`src/rtl/core/dust_sample_moving_average_core_assert.svh`:
```
// Assertion macros for the dust sample moving average core.
// Used by the top level only; expects clk_i and rst_ni in scope.
`ifndef DUST_SAMPLE_MOVING_AVERAGE_CORE_ASSERT_SVH
`define DUST_SAMPLE_MOVING_AVERAGE_CORE_ASSERT_SVH

// Same-cycle implication.
`define DSMA_ASSERT_NOW(lbl, ante, cons, msg) \
  lbl: assert property (@(posedge clk_i) disable iff (!rst_ni) (ante) |-> (cons)) \
    else $error(msg);

// Next-cycle implication.
`define DSMA_ASSERT_NEXT(lbl, ante, cons, msg) \
  lbl: assert property (@(posedge clk_i) disable iff (!rst_ni) (ante) |=> (cons)) \
    else $error(msg);

`endif

```
`src/rtl/core/dsma_pkg.sv`:
```
// Shared types and constants for the dust sample moving average core.
// No dependencies.
package dsma_pkg;

  localparam int unsigned DENS_W = 13;
  localparam int unsigned RAW_W  = 13;
  localparam int unsigned DIV_W  = 5;
  localparam int unsigned CNT_OUT_W = 4;

  typedef logic [DENS_W-1:0]        dens_t;
  typedef logic signed [RAW_W-1:0]  raw_t;
  typedef logic [DIV_W-1:0]         divisor_t;
  typedef logic [CNT_OUT_W-1:0]     fill_t;

  localparam logic [1:0] REG_GAIN    = 2'd0;
  localparam logic [1:0] REG_OFFSET  = 2'd1;
  localparam logic [1:0] REG_CEILING = 2'd2;

  localparam logic [15:0] GAIN_RST    = 16'd6602;
  localparam logic [15:0] OFFSET_RST  = 16'd19200;
  localparam dens_t       CEILING_RST = 13'd8000;

  typedef enum logic [2:0] {
    ST_IDLE,
    ST_MULT,
    ST_CLAMP,
    ST_PUSH,
    ST_DIVIDE
  } state_e;

  typedef struct packed {
    logic busy;
    logic done;
  } div_stat_t;

endpackage

```
`src/rtl/core/dsma_cell.sv`:
```
// One window entry of the density shift chain.
// Depends on dsma_pkg.
module dsma_cell (
  input  logic          clk_i,
  input  logic          rst_ni,
  input  logic          shift_i,
  input  dsma_pkg::dens_t prev_i,
  output dsma_pkg::dens_t entry_o
);
  import dsma_pkg::*;

  dens_t entry_q;

  always_ff @(posedge clk_i or negedge rst_ni) begin
    if (!rst_ni) begin
      entry_q <= '0;
    end else if (shift_i) begin
      entry_q <= prev_i;
    end
  end

  assign entry_o = entry_q;

endmodule

```
`src/rtl/core/dsma_divider.sv`:
```
// Restoring divider, one quotient bit per cycle, for the window mean.
// Depends on dsma_pkg.
module dsma_divider #(
  parameter int unsigned SUM_W = 16
) (
  input  logic               clk_i,
  input  logic               rst_ni,
  input  logic               start_i,
  input  logic [SUM_W-1:0]   dividend_i,
  input  dsma_pkg::divisor_t divisor_i,
  output dsma_pkg::dens_t    quot_o,
  output dsma_pkg::div_stat_t stat_o
);
  import dsma_pkg::*;

  localparam int unsigned CNT_W = $clog2(SUM_W + 1);

  logic [SUM_W-1:0] dq_q;
  divisor_t         rem_q;
  divisor_t         div_q;
  logic [CNT_W-1:0] cnt_q;
  logic             busy_q;
  logic             done_q;
  logic [DIV_W:0]   trial;
  logic [DIV_W:0]   diff;
  logic             fits;

  assign trial = {rem_q, dq_q[SUM_W-1]};
  assign fits  = trial >= {1'b0, div_q};
  assign diff  = trial - {1'b0, div_q};

  always_ff @(posedge clk_i or negedge rst_ni) begin
    if (!rst_ni) begin
      busy_q <= 1'b0;
      done_q <= 1'b0;
      cnt_q  <= '0;
    end else if (start_i) begin
      busy_q <= 1'b1;
      done_q <= 1'b0;
      cnt_q  <= CNT_W'(SUM_W);
    end else if (busy_q) begin
      cnt_q <= cnt_q - 1'b1;
      if (cnt_q == CNT_W'(1)) begin
        busy_q <= 1'b0;
        done_q <= 1'b1;
      end
    end
  end

  always_ff @(posedge clk_i) begin
    if (start_i) begin
      dq_q  <= dividend_i;
      rem_q <= '0;
      div_q <= divisor_i;
    end else if (busy_q) begin
      dq_q  <= {dq_q[SUM_W-2:0], fits};
      rem_q <= fits ? diff[DIV_W-1:0] : trial[DIV_W-1:0];
    end
  end

  assign quot_o      = dq_q[DENS_W-1:0];
  assign stat_o.busy = busy_q;
  assign stat_o.done = done_q;

endmodule

```
`src/rtl/core/dust_sample_moving_average_core.sv`:
```
// Dust sample moving average core, top level.
// Depends on dsma_pkg, dsma_cell, dsma_divider and the assertion header.
//
// Input channel: raw_sample_i with in_valid_i / in_stall_o. One signed ADC
// reading per transfer. Negative readings convert to density 0.
// Output channel: sample_density_o, average_density_o, fill_count_o with
// out_valid_o / out_stall_i. One result per input transfer, in order.
// Configuration: APB-style port; gain at 0x0, offset at 0x4, ceiling at 0x8.
// Write only while the block is idle.
// Each item passes the multiply, clamp and push steps and then the
// bit-serial divide by the fill count. One item is in work at a time;
// the core takes the next one only in idle, once the result has been
// loaded into the output register.
// A finished result sits in the output register; the next input is taken
// while it waits. A result only stalls the core when the next one is done
// and the receiver still stalls.
// Reset clears the density window, fill count, running total and registers
// to their defaults; the block is ready as soon as reset releases.
module dust_sample_moving_average_core #(
  parameter int unsigned WINDOW_DEPTH = 8
) (
  input  logic               clk_i,
  input  logic               rst_ni,
  input  logic               psel,
  input  logic               penable,
  input  logic               pwrite,
  input  logic [3:0]         paddr,
  input  logic [31:0]        pwdata,
  output logic [31:0]        prdata,
  output logic               pready,
  input  logic               in_valid_i,
  output logic               in_stall_o,
  input  dsma_pkg::raw_t     raw_sample_i,
  output logic               out_valid_o,
  input  logic               out_stall_i,
  output dsma_pkg::dens_t    sample_density_o,
  output dsma_pkg::dens_t    average_density_o,
  output dsma_pkg::fill_t    fill_count_o
);
  import dsma_pkg::*;

  localparam int unsigned SUM_W  = $clog2(WINDOW_DEPTH * 8191 + 1);
  localparam int unsigned SLOT_W = $clog2(WINDOW_DEPTH);

  state_e state_q, state_d;

  logic [15:0] gain_q;
  logic [15:0] offset_q;
  dens_t       ceiling_q;
  logic [1:0]  reg_idx;
  logic        cfg_wr;

  raw_t        raw_q;
  logic [27:0] prod_q;
  logic        neg_q;
  dens_t       dens_q;
  logic [19:0] scaled;
  logic [19:0] excess;
  dens_t       dens_d;

  dens_t       tap [WINDOW_DEPTH];
  logic        shift;

  logic [SUM_W-1:0]  total_q, total_d;
  logic [SLOT_W-1:0] slot_q, slot_d;
  logic              full_q, full_d;
  divisor_t          count_q, count_d;

  dens_t       quot;
  div_stat_t   div_stat;
  logic        div_start;

  logic        out_valid_q;
  dens_t       out_dens_q;
  dens_t       out_avg_q;
  fill_t       out_fill_q;
  logic        out_free;
  logic        out_load;
  logic        in_xfer;

  // Configuration port
  assign pready  = 1'b1;
  assign reg_idx = paddr[3:2];
  assign cfg_wr  = psel && penable && pwrite && pready;

  always_ff @(posedge clk_i or negedge rst_ni) begin
    if (!rst_ni) begin
      gain_q    <= GAIN_RST;
      offset_q  <= OFFSET_RST;
      ceiling_q <= CEILING_RST;
    end else if (cfg_wr) begin
      case (reg_idx)
        REG_GAIN:    gain_q    <= pwdata[15:0];
        REG_OFFSET:  offset_q  <= pwdata[15:0];
        REG_CEILING: ceiling_q <= pwdata[DENS_W-1:0];
        default:     ;
      endcase
    end
  end

  always_comb begin
    case (reg_idx)
      REG_GAIN:    prdata = {16'd0, gain_q};
      REG_OFFSET:  prdata = {16'd0, offset_q};
      REG_CEILING: prdata = {19'd0, ceiling_q};
      default:     prdata = '0;
    endcase
  end

  // Control
  always_ff @(posedge clk_i or negedge rst_ni) begin
    if (!rst_ni) begin
      state_q <= ST_IDLE;
    end else begin
      state_q <= state_d;
    end
  end

  assign out_free = !out_valid_q || !out_stall_i;

  always_comb begin
    state_d   = state_q;
    shift     = 1'b0;
    div_start = 1'b0;
    out_load  = 1'b0;
    case (state_q)
      ST_IDLE: begin
        if (in_valid_i) state_d = ST_MULT;
      end
      ST_MULT:  state_d = ST_CLAMP;
      ST_CLAMP: state_d = ST_PUSH;
      ST_PUSH: begin
        shift     = 1'b1;
        div_start = 1'b1;
        state_d   = ST_DIVIDE;
      end
      ST_DIVIDE: begin
        if (div_stat.done && out_free) begin
          out_load = 1'b1;
          state_d  = ST_IDLE;
        end
      end
      default: state_d = ST_IDLE;
    endcase
  end

  assign in_stall_o = (state_q != ST_IDLE);
  assign in_xfer    = in_valid_i && !in_stall_o;

  // Conversion datapath
  assign scaled = prod_q[27:8];
  assign excess = scaled - {4'd0, offset_q};

  always_comb begin
    if (neg_q || (scaled <= {4'd0, offset_q})) begin
      dens_d = '0;
    end else if (excess > {7'd0, ceiling_q}) begin
      dens_d = ceiling_q;
    end else begin
      dens_d = excess[DENS_W-1:0];
    end
  end

  always_ff @(posedge clk_i) begin
    if (state_q == ST_IDLE && in_valid_i) raw_q <= raw_sample_i;
    if (state_q == ST_MULT) begin
      prod_q <= {16'd0, raw_q[11:0]} * {12'd0, gain_q};
      neg_q  <= raw_q[RAW_W-1];
    end
    if (state_q == ST_CLAMP) dens_q <= dens_d;
  end

  // Window chain
  for (genvar k = 0; k < WINDOW_DEPTH; k++) begin : g_cell
    dsma_cell u_cell (
      .clk_i   (clk_i),
      .rst_ni  (rst_ni),
      .shift_i (shift),
      .prev_i  ((k == 0) ? dens_q : tap[(k == 0) ? 0 : k - 1]),
      .entry_o (tap[k])
    );
  end

  assign total_d = total_q - SUM_W'(tap[WINDOW_DEPTH-1]) + SUM_W'(dens_q);
  assign slot_d  = (slot_q == SLOT_W'(WINDOW_DEPTH - 1)) ? '0 : slot_q + 1'b1;
  assign full_d  = full_q || (slot_d == '0);
  assign count_d = full_d ? DIV_W'(WINDOW_DEPTH) : DIV_W'(slot_d);

  always_ff @(posedge clk_i or negedge rst_ni) begin
    if (!rst_ni) begin
      total_q <= '0;
      slot_q  <= '0;
      full_q  <= 1'b0;
      count_q <= '0;
    end else if (shift) begin
      total_q <= total_d;
      slot_q  <= slot_d;
      full_q  <= full_d;
      count_q <= count_d;
    end
  end

  dsma_divider #(
    .SUM_W (SUM_W)
  ) u_divider (
    .clk_i      (clk_i),
    .rst_ni     (rst_ni),
    .start_i    (div_start),
    .dividend_i (total_d),
    .divisor_i  (count_d),
    .quot_o     (quot),
    .stat_o     (div_stat)
  );

  // Output register
  always_ff @(posedge clk_i or negedge rst_ni) begin
    if (!rst_ni) begin
      out_valid_q <= 1'b0;
    end else if (out_load) begin
      out_valid_q <= 1'b1;
    end else if (!out_stall_i) begin
      out_valid_q <= 1'b0;
    end
  end

  always_ff @(posedge clk_i) begin
    if (out_load) begin
      out_dens_q <= dens_q;
      out_avg_q  <= quot;
      out_fill_q <= count_q[CNT_OUT_W-1:0];
    end
  end

  assign out_valid_o       = out_valid_q;
  assign sample_density_o  = out_dens_q;
  assign average_density_o = out_avg_q;
  assign fill_count_o      = out_fill_q;

  `include "dust_sample_moving_average_core_assert.svh"

  `DSMA_ASSERT_NEXT(a_accept_starts, in_xfer, state_q == ST_MULT, "idle after transfer")
  `DSMA_ASSERT_NOW(a_divide_live, state_q == ST_DIVIDE, |div_stat, "divider idle in divide")
  `DSMA_ASSERT_NOW(a_empty_total, !full_q && slot_q == '0, total_q == '0, "total not zero")

endmodule

```
`config.mk`:
```
export PLATFORM = sky130hd
export DESIGN_NAME = dust_sample_moving_average_core
export DESIGN_NICKNAME = d
export VERILOG_FILES = /design/src/rtl/core/dsma_pkg.sv /design/src/rtl/core/dsma_cell.sv /design/src/rtl/core/dsma_divider.sv /design/src/rtl/core/dust_sample_moving_average_core.sv
export VERILOG_INCLUDE_DIRS = /design/src /design/src/rtl/core
export SDC_FILE = /design/constraint.sdc
export NUM_CORES = 1
export LEC_CHECK = 0
export ABC_CLOCK_PERIOD_IN_PS = 10340
export BUFFER_PORTS_ARGS = -buffer_cell sky130_fd_sc_hd__buf_4
export CAP_MARGIN = 30
export CELL_PAD_IN_SITES_DETAIL_PLACEMENT = 1
export CELL_PAD_IN_SITES_GLOBAL_PLACEMENT = 2
export CORE_ASPECT_RATIO = 1.25
export CORE_MARGIN = 4
export CORE_UTILIZATION = 46
export CTS_BUF_LIST = sky130_fd_sc_hd__clkbuf_4 sky130_fd_sc_hd__clkbuf_8
export DETAILED_ROUTE_END_ITERATION = 8
export PLACE_DENSITY = 0.85
export SLEW_MARGIN = 20
export SYNTH_ARGS = -nofsm -noshare
export SYNTH_HDL_FRONTEND = slang
export SYNTH_HIERARCHICAL = 1
export SYNTH_SLANG_ARGS = --single-unit
```
`constraint.sdc`:
```
create_clock -name clk_i -period 10.34 [get_ports clk_i]
set_clock_uncertainty 0.05 [all_clocks]
set_input_delay 0.517 -clock clk_i [delete_from_list [all_inputs] [get_ports clk_i]]
set_output_delay 0.517 -clock clk_i [all_outputs]
set_load 0.02 [all_outputs]
```
Word level (Yosys, flattened, before mapping)
Index checks and enable logic that the tools add are counted.

word-level totals
  bits in registers = 294
  bits in latches = 0
  bits in writable memories = 0
  ROM bits = 0
  input port bits = 56
  memories = 0

operators by class
  add/subtract/negate cells = 6
  $mul = 1
  divide/modulo/power cells = 0
  magnitude comparators = 3
  equality and inequality tests = 11
  shift-type cells = 0
  mux-type cells = 23
  bitwise operators = 0
  reductions and logical operators = 20

operators with widths
  cell                                                                   count
  16-bit one-hot mux with 3 select lines                                 1
  16-bit two-way mux                                                     2
  12-bit by 16-bit multiplier with 28-bit output                         1
  20-bit by 13-bit > comparator with 1-bit output                        1
  20-bit by 16-bit <= comparator with 1-bit output                       1
  20-bit by 16-bit subtractor with 20-bit output                         1
  16-bit by 13-bit adder with 16-bit output                              1
  16-bit by 13-bit subtractor with 16-bit output                         1
  5-bit two-way mux                                                      3
  3-bit one-hot mux with 5 select lines                                  1
  13-bit two-way mux                                                     1
  1-bit two-way mux                                                      11
  2-bit AND reduction                                                    5
  3-bit two-way mux                                                      3
  3-bit by 2-bit equality test with 1-bit output, second input constant  2
  3-bit equality test, second input constant                             2
  6-bit by 4-bit >= comparator with 1-bit output                         1
  3-bit zero test                                                        2
  5-bit by 1-bit equality test with 1-bit output, second input constant  1
  5-bit by 1-bit subtractor with 5-bit output, second input constant     1
  5-bit by 4-bit subtractor with 5-bit output                            1
  1-bit logical AND                                                      4
  4-bit two-way mux                                                      1
  2-bit != test, second input constant                                   2
  other kinds (10)                                                       14

Logic depth before layout (Yosys ltp)
Gate-level depths: netlist of the first run.

  word-level depth = 6
  depth in mapped cells = 21
  depth with buffers taken out = 20

By module
The synthesis of the first run kept the hierarchy.

by module, submodules not included
  module                           instances  cells each  area an instance (um2)  seq. area each (um2)
  dust_sample_moving_average_core  1          1433        13963.4                 4135.2
  dsma_cell                        8          27          520.5                   325.3
  dsma_divider                     1          144         1711.6                  905.9

Worst setup path before layout of the first run
No wires, ideal clock.

  path type = flip-flop to flip-flop
  from = reg gain_q[7]
  to = reg prod_q[26], data pin
  arrival = 5.467 ns
  data required time = 10.110 ns
  path slack = 4.643 ns
  cell stages (with the launch flop) = 20
  clock period less this slack = 5.697 ns
  cells stage by stage = dfstp_2 -> clkbuf_1 -> nand2_1 -> fa_1 -> inv_1 -> fa_1 -> fa_1 -> fa_1 -> inv_1 -> fa_1 -> inv_1 -> ha_1 -> nand3_1 -> a211o_1 -> o221a_2 -> o21ai_1 -> nand3_1 -> a311oi_1 -> o21ai_0 -> a221oi_1

on the way
  word-level cells in the longest chain between the ends = 1

RTL lines
  element                                         RTL line                                text
  start, declared                                 dust_sample_moving_average_core.sv:47   logic [15:0] gain_q;
  start signal, assigned                          dust_sample_moving_average_core.sv:93   REG_GAIN: gain_q <= pwdata[15:0];
  12-bit by 16-bit multiplier with 28-bit output  dust_sample_moving_average_core.sv:167  prod_q <= {16'd0, raw_q[11:0]} * {12'd0, gain_q};
  end signal, assigned                            dust_sample_moving_average_core.sv:167
  end, declared                                   dust_sample_moving_average_core.sv:54   logic [27:0] prod_q;

Every way passes these cells.
A chain may end at the register's enable or synchronous reset.

Worst setup path after layout of the first run
  from = reg raw_q[5]
  to = reg prod_q[26], data pin

on the way
  word-level cells in the longest chain between the ends = 1

RTL lines
  element                                         RTL line                                text
  start, declared                                 dust_sample_moving_average_core.sv:53   raw_t raw_q;
  start signal, assigned                          dust_sample_moving_average_core.sv:165  if (state_q == ST_IDLE && in_valid_i) raw_q <= raw_sample_i;
  12-bit by 16-bit multiplier with 28-bit output  dust_sample_moving_average_core.sv:167

Every way passes these cells.

==> results.ini, run 1 <==
[status]
status=finished, final reports clean

[power]
intPower_mw=3.373
p_sw_share_pct=40.58
p_leak_nw=10.45
seqPwrFrac_pct=26.4
p_sw_mw=2.304
combinationalPowerShare_pct=53.9
p_total_mw=5.676
ir_drop_mv=0.2107
clkPwrFrac_pct=19.7
p_per_area_mw_per_mm2=256.8

[critical_path]
cp-start-kind=register
crit_fanout=16
cp_slowest_stage_delay_ps=750
cpMostUsedCell=fa_1
path_cells=nand2_1, fa_1, fa_1, inv_1, fa_1, fa_1, inv_1, fa_1, inv_1, ha_1, nand3_1, a211o_1, o221a_2, o21ai_1, nand3_1, a311oi_1, o21ai_0, a221oi_1
required_ps=10690
path_buf_inv=3
cp_slowest_cell=edfxtp_1
crit_path_end_kind=register
cp_top_family=adder cells
arrival_ps=6670
critPathKind=reg -> reg

[synthesis]
syn_inst=1792
ys_warn_count=6
syn_avg_cell_area_um2=11.07
syn_area_mm2=0.01983

[floorplan]
start_util_pct=46.82
die_h_um=240.1
coreArea_mm2=0.04236
die_w_um=193.7
dieArea_mm2=0.04652
fp-row-count=84
ios=121

[cells_and_area]
final_cell_mix=280 x inv_1, 233 x nand2_1, 166 x dfrtp_1
fin_util_pct=52.19
final_net_count=2209
final_common_cell=inv_1
layout-drive-gt1-share_pct=19.35
area_growth_pct=11.47
fillerInstances=4536

[sta]
grt_setup_unrepaired=false
slew_violations=0
setup_violations=0
max_slew_margin_pct=36.63
finalHoldViolations=0
fin_setup_tns_ps=0
timing.final.crit_period_ps=6322
tightest_slew_ps=950.6
holdWs_ps=78.55
fmax_mhz=158.2
period_share_pct=61.14
final.setup.worst_slack_ps=4018

[placed_design]
place.gp.congestion=0.8197
pre_cts_slack_ps=3941
portBuffers=85
dpl.hpwl_mm=35.02

[clock_network]
cts_root_buffer=clkbuf_8
cts.htree.levels=2
cts_tree=done
clock_latency_ps=630
cts.sinks=286
cts_inserted_buffers=49
path_clk_slew_ps=70
clockBufferDepth=3
cts_resized=0

[detailed_routing]
dr.pass1.iters=4
via_per_inst=5.168
drt_iter0_markers=383
dr_total_vias=12830
drc=0
drt_wl_total_mm=46.12
antenna_left=0
avgRoutedWirePerCell_um=18.58

[global_route]
grt_pass1_wl_mm=75.26
grt_pass1_vias=14410
grt_max_degree=113
grtUsageTotal_pct=20.07
grt_antenna_before_repair=1
overflow=0

[worst_hold_path]
min_path_type=in -> reg

[flow_run]
drv_cap=0

## worst register-to-register path: cells and delay by family, from the launching register on
kind                       cells  cell delay, ps
AOI/OAI and AO/OA              6            1660
adders and majority gates      6            2980
buffers and inverters          3             160
DFF                            1             750
and+or+nand+nor                3             510
## cell type report
type                       count  area [um2]  area share, %
multi-input combinational   1150       10670          48.27
sequential                   286        7644          34.58
inverter                     282        1064          4.811
timing repair buffer         113       953.4          4.313
clock buffer                  68       867.1          3.922
tap                          559       699.4          3.164
clock inverter                23       205.2         0.9282
antenna                        1       2.502        0.01132
## through the flow
step	area (um2)	std cells
finish	22110	2482
global route	22110	2482
CTS	22050	2479
detailed placement	20840	2374
global placement	20800	2372
floorplan	19890	1808
## metal layers
metal / share of wire [%] / GRT usage [%]
met5: 0 / 0
met4: 2.1 / 5.087
met3: 3.4 / 2.887
met2: 55 / 38.65
met1: 40 / 23.48
## state kept, by name (all words and copies together) (netlist names), 16 cells and up
name,cells
g_cell.u_cell/entry_o,104
gain_q,16
offset_q,16
prod_q,20
total_q,16
u_divider/dq_q,16
## power by group through the flow
stage | clock [mW] | sequential, mW | combinational, mW
final | 1.12 | 1.50 | 3.06
after global routing | 1.21 | 1.51 | 3.58
after detailed placement | 0 | 1.52 | 3.11
after floorplan | 0 | 1.44 | 2.40
after CTS | 1.15 | 1.50 | 3.14
after global placement | 0 | 1.52 | 2.97
## final timing paths
check	from	endpoint	slack [ps]	depth (start not counted)
worst min-delay path	pwdata[2]	offset_q[2]	80	3
min in group asynchronous	rst_ni	g_cell[6].u_cell/entry_o[9]	320	2
worst max-delay path	raw_q[5]	prod_q[26]	4020	18
max in group asynchronous	rst_ni	gain_q[1]	8550	5
worst max register to register	raw_q[5]	prod_q[26]	4020	18
worst min register to register	raw_q[12]	neg_q	370	0
## timing repair
item	4_1_cts	5_1_grt
endpoints found under the hold margin	47	0
buffers inserted	0	0
setup endpoints to repair	0	0
hold buffers	14	0
No activity file was read; power rests on OpenSTA's default activity.
==> run 2: changes to the inputs <==
--- a/config.mk
+++ b/config.mk
@@ -6,17 +6,17 @@
 export SDC_FILE = /design/constraint.sdc
 export NUM_CORES = 1
 export LEC_CHECK = 0
-export ABC_CLOCK_PERIOD_IN_PS = 10340
+export ABC_CLOCK_PERIOD_IN_PS = 5960
 export BUFFER_PORTS_ARGS = -buffer_cell sky130_fd_sc_hd__buf_4
 export CAP_MARGIN = 30
 export CELL_PAD_IN_SITES_DETAIL_PLACEMENT = 1
 export CELL_PAD_IN_SITES_GLOBAL_PLACEMENT = 2
 export CORE_ASPECT_RATIO = 1.25
 export CORE_MARGIN = 4
-export CORE_UTILIZATION = 46
+export CORE_UTILIZATION = 43
 export CTS_BUF_LIST = sky130_fd_sc_hd__clkbuf_4 sky130_fd_sc_hd__clkbuf_8
 export DETAILED_ROUTE_END_ITERATION = 8
-export PLACE_DENSITY = 0.85
+export PLACE_DENSITY = 0.8
 export SLEW_MARGIN = 20
 export SYNTH_ARGS = -nofsm -noshare
 export SYNTH_HDL_FRONTEND = slang
==> constraint.sdc (replaced) <==
create_clock -name clk_i -period 5.96 [get_ports clk_i]
set_clock_uncertainty 0.05 [all_clocks]
set_input_delay 0.298 -clock clk_i [delete_from_list [all_inputs] [get_ports clk_i]]
set_output_delay 0.298 -clock clk_i [all_outputs]
set_load 0.02 [all_outputs]
==> run 2 against run 1 <==
Design area rose by 3.2%. Non-clock buffer count grew 73. Global-route usage fell by 0.20 points. Count of clock-buffer cells in the layout grew 13. Maximum frequency up 11%. Worst hold slack improved by 150 ps. Register-to-register slack worse by 3800 ps. Power up 88%. Largest cell class unchanged. Highest routed layer unchanged.
==> results.ini, run 2 (synthesized netlist as in run 1, its figures left out) <==
[status]
status=finished, final reports clean  ; unchanged

[power]
p_leak_nw=10.83  ; was 10.45 nW
p_total_mw=10.67  ; was 5.676 mW
p_per_area_mw_per_mm2=467.6  ; was 256.8 mW/mm2
ir_drop_mv=0.3725  ; was 0.2107 mV

[clock_network]
clock_latency_ps=630  ; about the same
cts_tree=done  ; unchanged
path_clk_slew_ps=60  ; was 70 ps
cts_inserted_buffers=50  ; was 49
cts.sinks=286  ; unchanged
clockBufferDepth=3  ; unchanged
cts_root_buffer=clkbuf_8  ; unchanged
cts.htree.levels=2  ; unchanged

[cells_and_area]
regArea_mm2=0.007645  ; was 0.007644 mm2
layout-drive-gt1-share_pct=22.18  ; was 19.35%
final_cell_mix=280 x inv_1, 233 x nand2_1, 165 x dfrtp_1  ; was 280 x inv_1, 233 x nand2_1, 166 x dfrtp_1
final_net_count=2283  ; was 2,209
diodes=0  ; was 1
area_growth_pct=15.05  ; was 11.47%
fillerInstances=4839  ; was 4,536
final_cells=2575  ; was 2,482
multi_input_area_mm2=0.01070  ; was 0.01067 mm2
largest_reg_flops=104  ; unchanged
final_common_cell=inv_1  ; unchanged

[global_route]
grt_pass1_wl_mm=78.15  ; was 75.26 mm
grt_antenna_before_repair=0  ; was 1
grt_max_degree=87  ; was 113
overflow=0  ; unchanged
grt_pass1_vias=14850  ; was 14,410
grtUsageTotal_pct=19.87  ; was 20.07%

[placed_design]
portBuffers=85  ; unchanged
place.gp.congestion=0.9005  ; was 0.8197
dpl.cell_count=2440  ; was 2,374
dpl.hpwl_mm=36.62  ; was 35.02 mm
pre_cts_slack_ps=-42.30  ; was 3941 ps

[floorplan]
dieArea_mm2=0.04964  ; was 0.04652 mm2
start_util_pct=43.69  ; was 46.82%
fp-row-count=87  ; was 84
coreArea_mm2=0.04539  ; was 0.04236 mm2
ios=121  ; unchanged
die_w_um=200.1  ; was 193.7 um
die_h_um=248.1  ; was 240.1 um

[sta]
slew_violations=0  ; unchanged
finalHoldViolations=0  ; unchanged
tightest_slew_ps=795.6  ; was 950.6 ps
setup_violations=0  ; unchanged
grt_setup_unrepaired=false  ; unchanged
fmax_mhz=175.6  ; was 158.2 MHz
period_share_pct=95.57  ; was 61.14%
max_slew_margin_pct=46.96  ; was 36.63%
timing.final.crit_period_ps=5696  ; was 6322 ps
final.setup.worst_slack_ps=263.8  ; was 4018 ps

[detailed_routing]
avgRoutedWirePerCell_um=18.77  ; was 18.58 um
via_per_inst=5.126  ; was 5.168
drc=0  ; unchanged
drt_wl_total_mm=48.32  ; was 46.12 mm
drt_iter0_markers=404  ; was 383
dr_total_vias=13200  ; was 12,830
antenna_left=0  ; unchanged
dr.pass1.iters=5  ; was 4

[critical_path]
critPathKind=reg -> reg  ; unchanged
cp-start-kind=register  ; unchanged
crit_path_end_kind=register  ; unchanged
crit_fanout=9  ; was 16
arrival_ps=6070  ; was 6670 ps
required_ps=6340  ; was 10,690 ps

[worst_hold_path]
min_path_type=in -> async  ; was in -> reg

[flow_run]
drv_cap=0  ; unchanged

[run 2: per-layer routing]
layer / vias to the layer above / global-route usage, % / routed length, um
met5: - / 0 / 0
met4: 0 / 4.776 / 874
met3: 66 / 2.652 / 1316
met2: 193 / 37.58 / 26230
met1: 6800 / 23.74 / 19900
li1: 6140 / - / -
[run 2: power by group]
part | internal, mW | switching (mW) | total (mW)
clock | 1.17 | 0.846 | 2.02
combinational | 2.85 | 3.25 | 6.11
sequential | 2.42 | 0.122 | 2.54
[run 2: through the flow]
stage / util (%) / cell area [um2] / hold slack, ps / TNS (ps)
global route: 50.26 / 22820 / 256.2 / 0
floorplan: - / 19890 / -47.59 / 0
detailed placement: 46.76 / 21230 / 355.5 / -42.30
CTS: 50.10 / 22740 / 220.3 / 0
global placement: 46.74 / 21220 / 344.3 / 0
finish: 50.26 / 22820 / 229.5 / 0
[run 2: cell type report]
class / count / area share [%]
clock buffer: 81 / 4.420
clock inverter: 12 / 0.6197
inverter: 282 / 4.661
multi-input combinational: 1150 / 46.90
sequential: 286 / 33.51
tap: 578 / 3.170
timing repair buffer: 186 / 6.718
[run 2: what timing repair did]
item,4_1_cts,5_1_grt
pin swaps,0,2
setup buffers,3,7
gates resized for setup,2,3
setup endpoints to repair,1,4
hold buffers,32,0
endpoints found under the hold margin,145,0
[run 2: worst paths after layout]
check                           startpoint                          end  slack [ps]  cells after the start
max in group asynchronous           rst_ni                  out_valid_o        4380                      3
hold / removal                      rst_ni  g_cell[5].u_cell/entry_o[9]         230                      2
hold reg to reg                  raw_q[12]                        neg_q         370                      0
setup reg to reg                 gain_q[9]                   prod_q[26]         260                     19
min in group clk_i         raw_sample_i[7]                     raw_q[7]         360                      2
setup / recovery                 gain_q[9]                   prod_q[26]         260                     19
[run 2: worst max-delay path, stage by stage, from the launching register on]
cell and delay, ps:
dfrtp_1 600, nand2_1 160, fa_1 560, inv_1 60
fa_1 480, fa_1 510, fa_1 490, inv_1 50
fa_1 470, inv_1 40, ha_1 280, o21ai_0 130
a211o_1 340, o221a_2 260, o21ai_2 110, nand3_2 150
a311oi_1 230, buf_4 160, o21ai_0 90, a221oi_2 270
==> run 3: changes to the inputs <==
--- a/config.mk
+++ b/config.mk
@@ -6,17 +6,17 @@
 export SDC_FILE = /design/constraint.sdc
 export NUM_CORES = 1
 export LEC_CHECK = 0
+export ABC_AREA = 1
 export ABC_CLOCK_PERIOD_IN_PS = 5960
 export BUFFER_PORTS_ARGS = -buffer_cell sky130_fd_sc_hd__buf_4
 export CAP_MARGIN = 30
 export CELL_PAD_IN_SITES_DETAIL_PLACEMENT = 1
 export CELL_PAD_IN_SITES_GLOBAL_PLACEMENT = 2
-export CORE_ASPECT_RATIO = 1.25
 export CORE_MARGIN = 4
-export CORE_UTILIZATION = 43
+export CORE_UTILIZATION = 39
 export CTS_BUF_LIST = sky130_fd_sc_hd__clkbuf_4 sky130_fd_sc_hd__clkbuf_8
 export DETAILED_ROUTE_END_ITERATION = 8
-export PLACE_DENSITY = 0.8
+export PLACE_DENSITY = 0.79
 export SLEW_MARGIN = 20
 export SYNTH_ARGS = -nofsm -noshare
 export SYNTH_HDL_FRONTEND = slang
==> run 3 against run 2 <==
Register-to-register slack gained 70 ps. Sequential cell count stayed put. Synthesized area increased by 2.1%. Setup slack gained 69 ps. Combinational power shrank 14%. Core utilization down 5.3 points. Count of clock-buffer cells in the layout fell by 13. Critical path type unchanged. Largest cell class unchanged. Highest routed layer unchanged.
==> results.ini, run 3 <==
[status]
status=finished, final reports clean  ; unchanged

[cells_and_area]
fillerInstances=6090  ; was 4,839
largest_reg_flops=104  ; unchanged
area_growth_pct=13.83  ; was 15.05%
fin_util_pct=44.91  ; was 50.26%
final_cell_mix=850 x nand2_1, 425 x inv_1, 166 x dfrtp_1  ; was 280 x inv_1, 233 x nand2_1, 165 x dfrtp_1
final_net_count=2842  ; was 2,283
layout-drive-gt1-share_pct=10.90  ; was 22.18%
final_common_cell=nand2_1  ; was inv_1
stdcell_area_mm2=0.02304  ; was 0.02282 mm2

[sta]
max_slew_margin_pct=38.55  ; was 46.96%
fin_setup_tns_ps=0  ; unchanged
fmax_mhz=177.7  ; was 175.6 MHz
timing.final.crit_period_ps=5628  ; was 5696 ps
slew_violations=0  ; unchanged
finalHoldViolations=0  ; unchanged
setup_violations=0  ; unchanged
grt_setup_unrepaired=false  ; unchanged
tightest_slew_ps=919.2  ; was 795.6 ps
period_share_pct=94.42  ; was 95.57%

[clock_network]
cts.sinks=286  ; unchanged
clockBufferDepth=3  ; unchanged
clock_latency_ps=650  ; was 630 ps
path_clk_slew_ps=60  ; about the same
cts_tree=done  ; unchanged
cts_inserted_buffers=52  ; was 50
cts.htree.levels=2  ; unchanged
cts_root_buffer=clkbuf_8  ; unchanged

[detailed_routing]
avgRoutedWirePerCell_um=17.39  ; was 18.77 um
drc=0  ; unchanged
dr_total_vias=15540  ; was 13,200
antenna_left=0  ; unchanged
dr.pass1.iters=4  ; was 5
drt_iter0_markers=693  ; was 404
via_per_inst=4.795  ; was 5.126
drt_wl_total_mm=56.35  ; was 48.32 mm

[critical_path]
arrival_ps=5950  ; was 6070 ps
required_ps=6290  ; was 6340 ps
path_buf_inv=3  ; was 4
cpMostUsedCell=fa_1  ; unchanged
critPathKind=reg -> reg  ; unchanged
crit_fanout=16  ; was 9
cp_slowest_cell=edfxtp_1  ; was dfrtp_1
cp_slowest_stage_delay_ps=800  ; was 600 ps
cp-start-kind=register  ; unchanged
crit_path_end_kind=register  ; unchanged
path_cells=nand2_1, fa_1, inv_1, fa_1, fa_1, fa_1, inv_1, fa_1, inv_1, ha_1, a21oi_1, o21ai_0, o21bai_1, a21oi_1, o21ai_0, nand2_1, nand2_1, xor2_1  ; was nand2_1, fa_1, inv_1, fa_1, fa_1, fa_1, inv_1, fa_1, inv_1, ha_1, o21ai_0, a211o_1, o221a_2, o21ai_2, nand3_2, a311oi_1, buf_4, o21ai_0, a221oi_2
cp_top_family=adder cells  ; unchanged

[floorplan]
die_w_um=235.8  ; was 200.1 um
coreArea_mm2=0.05130  ; was 0.04539 mm2
dieArea_mm2=0.05561  ; was 0.04964 mm2
fp-row-count=83  ; was 87
ios=121  ; unchanged
die_h_um=235.8  ; was 248.1 um
start_util_pct=39.46  ; was 43.69%

[synthesis]
syn_area_mm2=0.02024  ; was 0.01983 mm2
syn_avg_cell_area_um2=8.421  ; was 11.07 um2
ys_warn_count=6  ; unchanged
syn_inst=2404  ; was 1,792

[power]
seqPwrFrac_pct=24.9  ; was 23.9%
p_per_area_mw_per_mm2=425.4  ; was 467.6 mW/mm2
p_leak_nw=12.05  ; was 10.83 nW
p_total_mw=9.802  ; was 10.67 mW
intPower_mw=5.373  ; was 6.448 mW
p_sw_mw=4.429  ; was 4.220 mW
clkPwrFrac_pct=21.8  ; was 18.9%
combinationalPowerShare_pct=53.3  ; was 57.2%
p_sw_share_pct=45.18  ; was 39.56%
ir_drop_mv=0.5384  ; was 0.3725 mV

[global_route]
grt_antenna_before_repair=1  ; was 0
overflow=0  ; unchanged
grt_max_degree=132  ; was 87
grt_pass1_wl_mm=91.82  ; was 78.15 mm
grt_pass1_vias=16990  ; was 14,850
grtUsageTotal_pct=20.47  ; was 19.87%

[placed_design]
portBuffers=85  ; unchanged
place.gp.congestion=0.8377  ; was 0.9005
dpl.hpwl_mm=43.64  ; was 36.62 mm
placed_cell_area_mm2=0.02141  ; was 0.02123 mm2

[flow_run]
drv_cap=0  ; unchanged

[worst_hold_path]
min_path_type=in -> async  ; unchanged

==> run 3: final cells by class <==
cell class / instances / area [um2] / share of cell area, %
Antenna cell: 2 / 5.005 / 0.02172
Inverter: 444 / 1667 / 7.233
Clock inverter: 30 / 317.8 / 1.379
Timing Repair Buffer: 149 / 1297 / 5.631
Clock buffer: 68 / 873.3 / 3.790
Tap cell: 680 / 850.8 / 3.692
Multi-Input combinational cell: 1582 / 10390 / 45.08
Sequential cell: 286 / 7644 / 33.17
==> run 3: path summary, 6_finish.rpt <==
check,from,endpoint,slack (ps),cells past startpoint
setup reg to reg,raw_q[7],prod_q[19],330,18
min in group clk_i,penable,gain_q[12],300,4
setup / recovery,raw_q[7],prod_q[19],330,18
hold reg to reg,count_q[1],fill_count_o[1],400,0
max in group asynchronous,rst_ni,g_cell[2].u_cell/entry_o[8],4420,4
hold / removal,rst_ni,u_divider/cnt_q[4],150,2
==> run 3: repair_timing <==
| item | in CTS | in global routing |
|---|---|---|
| setup endpoints to repair | 0 | 2 |
| endpoints found under the hold margin | 113 | 0 |
| resized for setup | 0 | 0 |
| setup buffers | 0 | 3 |
| hold buffers | 32 | 0 |
==> run 3: metal layers <==
layer,share of wire [%],vias to the layer above,track usage [%],wire length [um]
met2,51,224,36.94,28920
met5,0,-,0,0
met3,3.5,55,2.701,1958
met4,1.5,0,4.253,873
met1,44,7756,26.40,24600
li1,-,7504,-,-
==> run 3: through the flow <==
| stage | instances | hold slack, ps | setup WS, ps |
|---|---|---|---|
| 2_1_floorplan | 2420 | -47.59 | 826.3 |
| 6_report | 3241 | 149.2 | 332.4 |
| 5_1_grt | 3241 | 160.3 | 0.6390 |
| 4_1_cts | 3232 | 128.6 | 251.4 |
| 3_3_place_gp | 3100 | 269.7 | 324.2 |
| 3_5_place_dp | 3102 | 280.8 | 284.0 |
==> run 3: power by group through the flow <==
stage               Sequential [mW]  Clock (mW)  Combinational (mW)
global route                   2.45        2.30                6.05
detailed placement             2.48           0                5.29
finish                         2.44        2.14                5.23
global placement               2.47           0                5.21
floorplan                      2.39           0                3.72
CTS                            2.44        2.21                5.36
